===== config.mk =====
export PLATFORM = sky130hd
export DESIGN_NAME = single_output_interlock_timer_flat
export DESIGN_NICKNAME = d
export VERILOG_FILES = /design/src/soit_pkg.sv /design/src/soit_ifs.sv /design/src/soit_in_reg.sv /design/src/soit_step.sv /design/src/soit_out_reg.sv /design/src/single_output_interlock_timer.sv /design/src/flat_wrapper.sv
export VERILOG_INCLUDE_DIRS = /design/src /design/src/src
export SDC_FILE = /design/constraint.sdc
export NUM_CORES = 1
export LEC_CHECK = 0
export BUFFER_PORTS_ARGS = -buffer_cell sky130_fd_sc_hd__buf_2
export CAP_MARGIN = 30
export CORE_UTILIZATION = 40
export DETAILED_ROUTE_END_ITERATION = 8
export GPL_TIMING_DRIVEN = 1
export PLACE_DENSITY = 0.57
export SKIP_LAST_GASP = 1
export SLEW_MARGIN = 10
export SYNTH_ARGS = -nofsm -noshare
export SYNTH_HDL_FRONTEND = slang
export SYNTH_SLANG_ARGS = --single-unit
export TNS_END_PERCENT = 100

===== constraint.sdc =====
create_clock -name clock -period 11 [get_ports clock]
set_input_delay 3.3 -clock clock [delete_from_list [all_inputs] [get_ports clock]]
set_output_delay 3.3 -clock clock [all_outputs]
set_load 0.01 [all_outputs]

===== src/single_output_interlock_timer_defines.svh =====
// assertion macros of the interlock timer step module
`ifndef SINGLE_OUTPUT_INTERLOCK_TIMER_DEFINES_SVH
`define SINGLE_OUTPUT_INTERLOCK_TIMER_DEFINES_SVH

// same-cycle implication, disabled during reset
`define SOIT_ASSERT_NOW(name, clk, rst, ante, cons) \
   name: assert property (@(posedge clk) disable iff (rst) (ante) |-> (cons)) \
      else $error("interlock timer check failed");

// next-cycle implication, disabled during reset
`define SOIT_ASSERT_NEXT(name, clk, rst, ante, cons) \
   name: assert property (@(posedge clk) disable iff (rst) (ante) |=> (cons)) \
      else $error("interlock timer check failed");

`endif


===== src/soit_pkg.sv =====
// types and constants of the single output interlock timer
package soit_pkg;

   localparam int unsigned NUM_OUTPUTS = 5;

   localparam logic [3:0]  NONE_ON          = 4'hF;
   localparam logic [31:0] GUARD_TIME_RST   = 32'd5000;
   localparam logic [31:0] MAX_ON_TIME_RST  = 32'd600000;

   typedef enum logic [1:0] {
      CMD_ON     = 2'd0,
      CMD_OFF    = 2'd1,
      CMD_TICK   = 2'd2,
      CMD_STATUS = 2'd3
   } cmd_type;

   typedef enum logic [2:0] {
      RC_OK             = 3'd0,
      RC_BAD_CHANNEL    = 3'd1,
      RC_BAD_DURATION   = 3'd2,
      RC_ALREADY_ACTIVE = 3'd3,
      RC_GUARD_ACTIVE   = 3'd4
   } rc_type;

   typedef enum logic [7:0] {
      CSR_GUARD_TIME  = 8'd0,
      CSR_MAX_ON_TIME = 8'd1
   } csr_idx_type;

   typedef struct packed {
      logic [1:0]  cmd;
      logic [7:0]  channel_req;
      logic [31:0] duration_req;
      logic [31:0] now_time;
   } req_word_type;

   typedef struct packed {
      logic [2:0]        result_code;
      logic              switched_off;
      logic signed [3:0] active_output;
      logic [31:0]       on_remaining;
      logic [31:0]       guard_remaining;
   } rsp_word_type;

endpackage


===== src/soit_ifs.sv =====
// channel interfaces of the interlock timer: command, result and register write
interface soit_req_if;
   logic        valid;
   logic        ready;
   logic [1:0]  cmd;
   logic [7:0]  channel_req;
   logic [31:0] duration_req;
   logic [31:0] now_time;

   modport source (output valid, cmd, channel_req, duration_req, now_time, input ready);
   modport sink   (input valid, cmd, channel_req, duration_req, now_time, output ready);
endinterface

interface soit_rsp_if;
   logic              valid;
   logic              ready;
   logic [2:0]        result_code;
   logic              switched_off;
   logic signed [3:0] active_output;
   logic [31:0]       on_remaining;
   logic [31:0]       guard_remaining;

   modport source (output valid, result_code, switched_off, active_output, on_remaining,
                   guard_remaining, input ready);
   modport sink   (input valid, result_code, switched_off, active_output, on_remaining,
                   guard_remaining, output ready);
endinterface

interface soit_csr_if;
   logic        valid;
   logic        ready;
   logic [7:0]  index;
   logic [31:0] wdata;

   modport source (output valid, index, wdata, input ready);
   modport sink   (input valid, index, wdata, output ready);
endinterface


===== src/soit_in_reg.sv =====
// input register of the command channel
module soit_in_reg
   import soit_pkg::*;
(
   input  logic         clock,
   input  logic         reset,
   soit_req_if.sink     req_if,
   input  logic         down_ready,
   output logic         stage_valid,
   output req_word_type stage_word
);

   logic         valid_ff;
   logic         valid_in;
   req_word_type word_ff;
   logic         take;

   assign req_if.ready = !valid_ff || down_ready;
   assign take         = req_if.valid && req_if.ready;

   always_comb begin
      valid_in = valid_ff;
      if (take) begin
         valid_in = 1'b1;
      end else if (down_ready) begin
         valid_in = 1'b0;
      end
   end

   always_ff @(posedge clock) begin
      if (reset) begin
         valid_ff <= 1'b0;
      end else begin
         valid_ff <= valid_in;
      end
   end

   always_ff @(posedge clock) begin
      if (take) begin
         word_ff.cmd          <= req_if.cmd;
         word_ff.channel_req  <= req_if.channel_req;
         word_ff.duration_req <= req_if.duration_req;
         word_ff.now_time     <= req_if.now_time;
      end
   end

   assign stage_valid = valid_ff;
   assign stage_word  = word_ff;

endmodule


===== src/soit_step.sv =====
// interlock state, configuration registers and the per-word step logic
`include "single_output_interlock_timer_defines.svh"

module soit_step
   import soit_pkg::*;
(
   input  logic         clock,
   input  logic         reset,
   soit_csr_if.sink     csr_if,
   input  logic         stage_valid,
   input  req_word_type stage_word,
   input  logic         out_ready,
   output rsp_word_type result
);

   logic [31:0] guard_time_ff;
   logic [31:0] max_on_time_ff;

   logic [3:0]  on_channel_ff;
   logic [3:0]  on_channel_in;
   logic [31:0] on_start_ff;
   logic [31:0] on_start_in;
   logic [31:0] on_length_ff;
   logic [31:0] on_length_in;
   logic        was_ever_off_ff;
   logic        was_ever_off_in;
   logic [31:0] off_stamp_ff;
   logic [31:0] off_stamp_in;

   logic        adv;
   logic        active;
   logic [31:0] on_gone;
   logic [31:0] on_left_cur;
   logic [31:0] guard_gone;
   logic [31:0] guard_left_cur;
   logic        taken;
   logic        offed;
   rc_type      code;

   assign adv    = stage_valid && out_ready;
   assign active = (on_channel_ff != NONE_ON);

   // wrapping elapsed time, then what is left of each span
   assign on_gone        = stage_word.now_time - on_start_ff;
   assign on_left_cur    = (on_gone >= on_length_ff) ? 32'd0 : (on_length_ff - on_gone);
   assign guard_gone     = stage_word.now_time - off_stamp_ff;
   assign guard_left_cur = (guard_gone >= guard_time_ff) ? 32'd0
                                                          : (guard_time_ff - guard_gone);

   // configuration writes
   assign csr_if.ready = 1'b1;

   always_ff @(posedge clock) begin
      if (reset) begin
         guard_time_ff  <= GUARD_TIME_RST;
         max_on_time_ff <= MAX_ON_TIME_RST;
      end else if (csr_if.valid) begin
         unique case (csr_idx_type'(csr_if.index))
            CSR_GUARD_TIME:  guard_time_ff  <= csr_if.wdata;
            CSR_MAX_ON_TIME: max_on_time_ff <= csr_if.wdata;
            default: ;
         endcase
      end
   end

   // next state and result code
   always_comb begin
      on_channel_in   = on_channel_ff;
      on_start_in     = on_start_ff;
      on_length_in    = on_length_ff;
      was_ever_off_in = was_ever_off_ff;
      off_stamp_in    = off_stamp_ff;
      code            = RC_OK;
      taken           = 1'b0;
      offed           = 1'b0;
      unique case (cmd_type'(stage_word.cmd))
         CMD_ON: begin
            priority if (stage_word.channel_req >= 8'(NUM_OUTPUTS)) begin
               code = RC_BAD_CHANNEL;
            end else if (stage_word.duration_req == 32'd0 ||
                         stage_word.duration_req > max_on_time_ff) begin
               code = RC_BAD_DURATION;
            end else if (active) begin
               code = RC_ALREADY_ACTIVE;
            end else if (was_ever_off_ff && guard_left_cur != 32'd0) begin
               code = RC_GUARD_ACTIVE;
            end else begin
               taken         = 1'b1;
               on_channel_in = stage_word.channel_req[3:0];
               on_start_in   = stage_word.now_time;
               on_length_in  = stage_word.duration_req;
            end
         end
         CMD_OFF: begin
            offed = active;
         end
         CMD_TICK: begin
            offed = active && (on_left_cur == 32'd0);
         end
         CMD_STATUS: ;
         default: ;
      endcase
      if (offed) begin
         on_channel_in   = NONE_ON;
         on_start_in     = 32'd0;
         on_length_in    = 32'd0;
         was_ever_off_in = 1'b1;
         off_stamp_in    = stage_word.now_time;
      end
   end

   // status after the step
   always_comb begin
      result.result_code     = code;
      result.switched_off    = offed;
      result.active_output   = $signed(on_channel_in);
      result.on_remaining    = 32'd0;
      result.guard_remaining = 32'd0;
      if (on_channel_in != NONE_ON) begin
         result.on_remaining = taken ? stage_word.duration_req : on_left_cur;
      end else if (was_ever_off_in) begin
         result.guard_remaining = offed ? guard_time_ff : guard_left_cur;
      end
   end

   always_ff @(posedge clock) begin
      if (reset) begin
         on_channel_ff   <= NONE_ON;
         was_ever_off_ff <= 1'b0;
      end else if (adv) begin
         on_channel_ff   <= on_channel_in;
         was_ever_off_ff <= was_ever_off_in;
      end
   end

   always_ff @(posedge clock) begin
      if (adv) begin
         on_start_ff  <= on_start_in;
         on_length_ff <= on_length_in;
         off_stamp_ff <= off_stamp_in;
      end
   end

   `SOIT_ASSERT_NEXT(a_on_taken, clock, reset, adv && taken,
      on_channel_ff == $past(stage_word.channel_req[3:0]))
   `SOIT_ASSERT_NEXT(a_off_marks_guard, clock, reset, adv && offed,
      was_ever_off_ff && on_channel_ff == NONE_ON)
   `SOIT_ASSERT_NOW(a_idle_no_on_time, clock, reset,
      stage_valid && result.active_output == $signed(NONE_ON), result.on_remaining == 32'd0)
   `SOIT_ASSERT_NOW(a_busy_no_guard, clock, reset,
      stage_valid && result.active_output != $signed(NONE_ON),
      result.guard_remaining == 32'd0)

endmodule


===== src/soit_out_reg.sv =====
// result register of the response channel
module soit_out_reg
   import soit_pkg::*;
(
   input  logic         clock,
   input  logic         reset,
   input  logic         up_valid,
   input  rsp_word_type up_word,
   output logic         up_ready,
   soit_rsp_if.source   rsp_if
);

   logic         valid_ff;
   logic         valid_in;
   rsp_word_type word_ff;
   logic         load;

   assign up_ready = !valid_ff || rsp_if.ready;
   assign load     = up_valid && up_ready;

   always_comb begin
      valid_in = valid_ff;
      if (load) begin
         valid_in = 1'b1;
      end else if (rsp_if.ready) begin
         valid_in = 1'b0;
      end
   end

   always_ff @(posedge clock) begin
      if (reset) begin
         valid_ff <= 1'b0;
      end else begin
         valid_ff <= valid_in;
      end
   end

   always_ff @(posedge clock) begin
      if (load) begin
         word_ff <= up_word;
      end
   end

   assign rsp_if.valid           = valid_ff;
   assign rsp_if.result_code     = word_ff.result_code;
   assign rsp_if.switched_off    = word_ff.switched_off;
   assign rsp_if.active_output   = word_ff.active_output;
   assign rsp_if.on_remaining    = word_ff.on_remaining;
   assign rsp_if.guard_remaining = word_ff.guard_remaining;

endmodule


===== src/single_output_interlock_timer.sv =====
// a command word is held in the input register, its result word then in the result register
// throughput: one command word per cycle, limited only by the result channel taking words
// the step logic runs once between the input register and the result register
// reset is synchronous and active high: nothing on, no switch-off seen yet,
// guard time 5000 ms and longest on time 600000 ms
module single_output_interlock_timer
   import soit_pkg::*;
(
   input  logic       clock,
   input  logic       reset,
   soit_req_if.sink   req_if,
   soit_rsp_if.source rsp_if,
   soit_csr_if.sink   csr_if
);

   // handshake between the input register and the result register
   logic         stage_valid;
   req_word_type stage_word;
   logic         out_ready;
   rsp_word_type step_result;

   // command word lands here first, and the next one is taken whenever
   // the result register can move, so words flow back to back
   soit_in_reg u_in_reg (
      .clock       (clock),
      .reset       (reset),
      .req_if      (req_if),
      .down_ready  (out_ready),
      .stage_valid (stage_valid),
      .stage_word  (stage_word)
   );

   // interlock state and registers; state only moves when the word is
   // handed on, so each word sees the state its predecessor left behind
   soit_step u_step (
      .clock       (clock),
      .reset       (reset),
      .csr_if      (csr_if),
      .stage_valid (stage_valid),
      .stage_word  (stage_word),
      .out_ready   (out_ready),
      .result      (step_result)
   );

   // result register parts the response side from the command side
   soit_out_reg u_out_reg (
      .clock    (clock),
      .reset    (reset),
      .up_valid (stage_valid),
      .up_word  (step_result),
      .up_ready (out_ready),
      .rsp_if   (rsp_if)
   );

endmodule


===== src/flat_wrapper.sv =====
// flat-port wrapper written by rule: the top's interface ports become plain ports
module single_output_interlock_timer_flat import soit_pkg::*;
  (clock, reset, req_if_valid, req_if_cmd, req_if_channel_req, req_if_duration_req, req_if_now_time, req_if_ready, rsp_if_valid, rsp_if_result_code, rsp_if_switched_off, rsp_if_active_output, rsp_if_on_remaining, rsp_if_guard_remaining, rsp_if_ready, csr_if_valid, csr_if_index, csr_if_wdata, csr_if_ready);
  soit_req_if req_if_i ();
  soit_rsp_if rsp_if_i ();
  soit_csr_if csr_if_i ();
  input  logic clock;
  input  logic reset;
  input wire logic [$bits(req_if_i.valid)-1:0] req_if_valid;
  input wire logic [$bits(req_if_i.cmd)-1:0] req_if_cmd;
  input wire logic [$bits(req_if_i.channel_req)-1:0] req_if_channel_req;
  input wire logic [$bits(req_if_i.duration_req)-1:0] req_if_duration_req;
  input wire logic [$bits(req_if_i.now_time)-1:0] req_if_now_time;
  output wire logic [$bits(req_if_i.ready)-1:0] req_if_ready;
  output wire logic [$bits(rsp_if_i.valid)-1:0] rsp_if_valid;
  output wire logic [$bits(rsp_if_i.result_code)-1:0] rsp_if_result_code;
  output wire logic [$bits(rsp_if_i.switched_off)-1:0] rsp_if_switched_off;
  output wire logic [$bits(rsp_if_i.active_output)-1:0] rsp_if_active_output;
  output wire logic [$bits(rsp_if_i.on_remaining)-1:0] rsp_if_on_remaining;
  output wire logic [$bits(rsp_if_i.guard_remaining)-1:0] rsp_if_guard_remaining;
  input wire logic [$bits(rsp_if_i.ready)-1:0] rsp_if_ready;
  input wire logic [$bits(csr_if_i.valid)-1:0] csr_if_valid;
  input wire logic [$bits(csr_if_i.index)-1:0] csr_if_index;
  input wire logic [$bits(csr_if_i.wdata)-1:0] csr_if_wdata;
  output wire logic [$bits(csr_if_i.ready)-1:0] csr_if_ready;
  assign req_if_i.valid = req_if_valid;
  assign req_if_i.cmd = req_if_cmd;
  assign req_if_i.channel_req = req_if_channel_req;
  assign req_if_i.duration_req = req_if_duration_req;
  assign req_if_i.now_time = req_if_now_time;
  assign req_if_ready = req_if_i.ready;
  assign rsp_if_valid = rsp_if_i.valid;
  assign rsp_if_result_code = rsp_if_i.result_code;
  assign rsp_if_switched_off = rsp_if_i.switched_off;
  assign rsp_if_active_output = rsp_if_i.active_output;
  assign rsp_if_on_remaining = rsp_if_i.on_remaining;
  assign rsp_if_guard_remaining = rsp_if_i.guard_remaining;
  assign rsp_if_i.ready = rsp_if_ready;
  assign csr_if_i.valid = csr_if_valid;
  assign csr_if_i.index = csr_if_index;
  assign csr_if_i.wdata = csr_if_wdata;
  assign csr_if_ready = csr_if_i.ready;
  single_output_interlock_timer u_core (.clock(clock), .reset(reset), .req_if(req_if_i), .rsp_if(rsp_if_i), .csr_if(csr_if_i));
endmodule

# --- Word level (Yosys, flattened, before mapping) ---
# Index checks and enable logic that the tools add are counted.
# Widths: inputs -> output; s select.
classes:
  add_sub_neg: 4
  order_cmp: 4
  n_eq_ne: 9
  bitwise: 2
  reduce_logical: 24
  mux: 35
op_table:
  columns: ["op", "count"]
  rows:
  - ["$mux 32", 14]
  - ["$sub 32x32->32", 4]
  - ["$ge 32x32->1", 2]
  - ["$logic_not 32->1", 2]
  - ["$gt 32x32->1", 1]
  - ["$reduce_bool 32->1", 1]
  - ["$mux 4", 6]
  - ["$mux 1", 11]
  - ["$eq 8x1->1 const B", 1]
  - ["$ge 8x3->1 const B", 1]
  - ["$logic_not 8->1", 1]
  - ["$ne 4x4->1 const B", 2]
  - ["$ne 2x2->1 const B", 3]
  - ["$reduce_and 2->1", 3]
  - ["$reduce_and 6->1", 1]
  - ["$reduce_bool 2->1", 3]
  - ["$logic_and 1x1->1", 4]
  - ["$mux 2", 2]
  - ["$reduce_or 2->1", 2]
  - ["$reduce_or 4->1", 1]
  - ["$logic_or 1x1->1", 3]
  - ["$mux 3", 1]
  - ["$eq 2x1->1 const B", 1]
  - ["$eq 2x2->1 const B", 1]
  - ["5 further kinds", 7]
totals:
  regBits: 313
  inputBits: 119
  wordCells: 98

# --- Longest topological paths before layout ---
depth:
  ltp_word: 13
  mapped_depth: 31
  mapped_depth_nobuf: 28

# --- Cells and area by module ---
# A second synthesis with hierarchy kept.
unflattened:
  cells_unflattened: 1937
  area_unflattened_um2: 19233.4
by_module_without_submodules:
  columns: ["mod", "cells_per_inst", "instances", "area_each_um2", "seq_area_each_um2"]
  rows:
  - ["soit_step", 1781, 1, 14739.1, 4264.1]
  - ["soit_in_reg", 79, 1, 2277.2, 2242.2]
  - ["soit_out_reg", 77, 1, 2217.1, 2182.1]

# --- Worst setup path after synthesis ---
# Ideal clock, no wire load.
synth_timing:
  kind: "reg-to-reg"
  start: "register u_core.u_in_reg.word_ff, in the netlist u_core.u_in_reg.stage_word[7]"
  end: "register u_core.u_step.on_length_ff[0] (enable)"
  stages_incl_launch_ff: 26
  period_less_slack_ns: 9.369
  setup_ns: 0.486
  slack_ns: 1.631
  t_arrival_ns: 8.883
  path_cell_list: "edfxtp_1 > ha_1 > a21oi_1 > nand3_1 > o211a_1 > a31o_2 > a22oi_1 > a211oi_1 > a41o_1 > o31ai_1 > xor2_1 > ha_1 > nand2_1 > o21ai_0 > nor4b_1 > or4_1 > or4_1 > or4_1 > or4_1 > nor4b_2 > nand4b_2 > a21oi_2 > buf_6 > buf_6 > nor2_1 > nor2_1"
synth_between:
  elab_chain_cells: 8
  elab_cells_between_ends: 19
  cone_classes: "4 x add/sub; 2 x order compare; 4 x eq/ne; 3 x mux; 6 x reduce/logical"
synth_lines:
  columns: ["item", "line", "text"]
  rows:
  - ["start, declared", "soit_in_reg.sv:15", "req_word_type word_ff;"]
  - ["$sub 32x32->32", "soit_step.sv:44", "assign on_gone = stage_word.now_time - on_start_ff;"]
  - ["$sub 32x32->32 or $ge 32x32->1 (tied branches)", "soit_step.sv:45", "assign on_left_cur = (on_gone >= on_length_ff) ? 32'd0 : (on_length_ff - on_gone);"]
  - ["$mux 32", "soit_step.sv:45", null]
  - ["$logic_not 32->1", "soit_step.sv:98", "offed = active && (on_left_cur == 32'd0);"]
  - ["$logic_and 1x1->1", "soit_step.sv:98", null]
  - ["$pmux 1 s2", "soit_step.sv:76", "unique case (cmd_type'(stage_word.cmd))"]
  - ["$ne 2x2->1 (no source line), or another cell as far along", null, null]
  - ["$reduce_and 6->1 (no source line) *", null, null]
  - ["end signal, assigned", "soit_step.sv:139", "on_length_ff <= on_length_in;"]
  - ["end, declared", "soit_step.sv:23", "logic [31:0] on_length_ff;"]
# Mark *: on every way between the ends. The rest lies on a longest branch, timed or not.
# A chain may end at the register's enable or synchronous reset.

# --- Final worst setup path ---
layout_timing:
  start: "register u_core.u_in_reg.word_ff, in the netlist u_core.u_in_reg.stage_word[7]"
  end: "register u_core.u_step.on_length_ff[5] (enable)"
# Same word-level chain as after synthesis.

==> flow_metrics.tcl <==
set metrics [dict create \
    status "finished, final reports clean" \
    cts_post_setup_buffers_inserted 0 \
    cts_hold_buf 0 \
    ys_seq_area_frac 0.4494 \
    finalCriticalPeriod_ps 9194 \
    fin_crit_sh 0.8358 \
    synthFlopType "edfxtp_1" \
    globalRouteOverflowTotal 0 \
    path_clk_slew_ps 60 \
    final_nets 2452 \
    max-vdd-ir-drop_mv 0.1011 \
    crit_path_end_kind "flip-flop" \
    leakage_uw 0.009147 \
    num_vias 15820 \
    worst_pin_slew_ps 961.2 \
    antenna_found_initial 1 \
    grt_pass1_vias 15490 \
    synth_seq_cells 313 \
    dp_hpwl_mm 44.82 \
    first_iter_violations 1231 \
    final_common_cell "edfxtp_1" \
    avgSynthCellArea_um2 9.692 \
    layout_common_cells "edfxtp_1, nand2_1, buf_2" \
    skew_ps 17.55 \
    core_area_um2 47750 \
    n_fill_cell 4487 \
    clock_sinks 313 \
    drc 0 \
    slew_viol_final 0 \
    firstDrtPassIters 5 \
    finalSetupViolations 0 \
    p_per_area_nw_per_um2 140.6 \
    cp_common_cell "or4_1" \
    final-instance-count-excl-fill 2813 \
    clk_latency_ps 570 \
    antenna_cells 0 \
    worstPathRequired_ps 11190 \
    layout-drive-gt1-share 0.1338 \
    place_inst 2742 \
    synth_cell_type_count 81 \
    startpoint_type "flip-flop" \
    cp_slowest_stage_delay_ps 660 \
    antenna_left 0 \
    wirelength_mm 58.57 \
    root_buffer "clkbuf_16" \
    htreeDepth 2 \
    fp.dieW_um 221.9 \
    yosys_warnings 0 \
    initial_utilization 0.4050 \
    numCtsBuffers 39 \
    synthCells 1995 \
    synth-edff-count 242 \
    slew_headroom 0.3510 \
    fin_tns_setup_ps 0 \
    grt_pass1_wl_mm 89.15 \
    viasPerCell 5.625 \
    grt_max_degree 137 \
    area_growth_syn_to_layout_pct 15.00 \
    routedWlPerCell_um 20.82 \
    synth_nets 2279 \
    max-cap-violations 0 \
    rsz0062_at_grt "false" \
    hold_viol_final 0 \
    portBuffers 192 \
    gp_congestion 0.9147 \
    die_area_um2 49220 \
    hold_class "reg -> reg" \
    cp_max_fo 39 \
    path_class "reg -> reg" \
    gr-usage-all-layers 0.2357 \
    cts-root-to-sink-buffers 3 \
    syn_area_um2 19330 \
    cp.arrival_ps 9380 \
    rows 80 \
    ios 194 \
    die_h_um 221.9 \
    slowest_stage "nor2_4" \
    cts_tree "yes" \
    clock.fmax_mhz 108.8 \
    ctsResizeCount 0 \
    async_flop_share 0 \
]
[routing by layer]
metal	part of all wire	track usage	up-vias
met5	0.00015	0	-
met4	0.025	0.07146	2
met3	0.047	0.03419	86
met2	0.46	0.3851	402
met1	0.47	0.3226	7667
li1	-	-	7665
[logic make-up (layout without fill, tap and decap cells)]
group                      Yosys count  after routing  synth area share
and+or+nand+nor                    681            681            0.1754
AOI/OAI and AO/OA                  527            527            0.1804
DFF                                313            313            0.4494
buffers and inverters              215            418           0.04413
adders and majority gates          165            165            0.1083
xor gates and xnor gates            92             92           0.04168
other                                1              1         0.0001940
muxes                                1              1         0.0005177
[cell usage after synthesis (all sizes together), types with 52 or more instances]
| cell | number | area [µm²] |
|---|---|---|
| o21ai | 80 | 404.1 |
| nor2 | 136 | 510.5 |
| a21o | 54 | 405.4 |
| edfxtp | 242 | 7267 |
| nor2b | 76 | 475.5 |
| nand2 | 212 | 795.8 |
| dfxtp | 71 | 1421 |
| a21oi | 176 | 892.1 |
| xor2 | 52 | 455.4 |
| inv | 143 | 536.8 |
| clkbuf | 57 | 214.0 |
| ha | 161 | 2014 |
[power by group]
group          switching (µW)  internal (µW)  total (µW)
sequential               27.5           1300        1330
combinational             295            180         475
clock                     526            796        1320
total                     848           2280        3130
[critical path: cells and delay by family (launching register included)]
family	cells	cell delay [ps]
flip-flops	1	450
buffers and inverters	2	950
AO/OA/AOI/OAI	10	2950
AND/OR/NAND/NOR	10	3500
adder cells (fa/ha/maj)	2	780
XOR/XNOR	1	140
[worst paths after layout]
check                                                      start                               end  slack, ps  cells after the start
worst max-delay path               u_core.u_in_reg.stage_word[7]     u_core.u_step.on_length_ff[5]       1810                     25
worst min-delay path            u_core.u_step.max_on_time_ff[20]  u_core.u_step.max_on_time_ff[20]        450                      2
worst max register to register     u_core.u_in_reg.stage_word[7]     u_core.u_step.on_length_ff[5]       1810                     25
worst min register to register  u_core.u_step.max_on_time_ff[20]  u_core.u_step.max_on_time_ff[20]        450                      2
[registers in the layout, summed over array words and instances (netlist names), 3 cells and up]
name                                     count
u_core.u_out_reg.rsp_if.active_output        4
u_core.u_step.on_channel_ff                  4
u_core.u_out_reg.rsp_if.guard_remaining     32
u_core.u_step.guard_time_ff                 32
u_core.u_out_reg.rsp_if.result_code          3
u_core.u_step.off_stamp_ff                  32
u_core.u_step.max_on_time_ff                32
u_core.u_out_reg.rsp_if.on_remaining        32
u_core.u_in_reg.stage_word                  74
u_core.u_step.on_start_ff                   32
u_core.u_step.on_length_ff                  32
[final cells by class]
cell class,count,area [µm²],share of cell area
multi-input cells,1467,9824,0.4418
flip-flops and latches,313,8688,0.3907
clock buffers,50,1122,0.05048
repair buffers,204,1091,0.04907
well taps,615,769.5,0.03461
inverters,143,538.0,0.02420
clock inverters,21,201.4,0.009060
[through the flow]
step	cell area, µm²	utilization	hold slack (ps)	setup slack (ps)	total power (µW)
after floorplan	19330	-	426.4	1631	1661
after global placement	20870	0.4371	432.1	2199	1819
after detailed placement	20910	0.4380	434.6	1926	1821
after CTS	22240	0.4657	450.7	1849	3152
after global routing	22240	0.4657	464.1	1304	3248
final	22240	0.4657	455.0	1806	3127
Note: power is estimated with default switching activity, not from simulation.
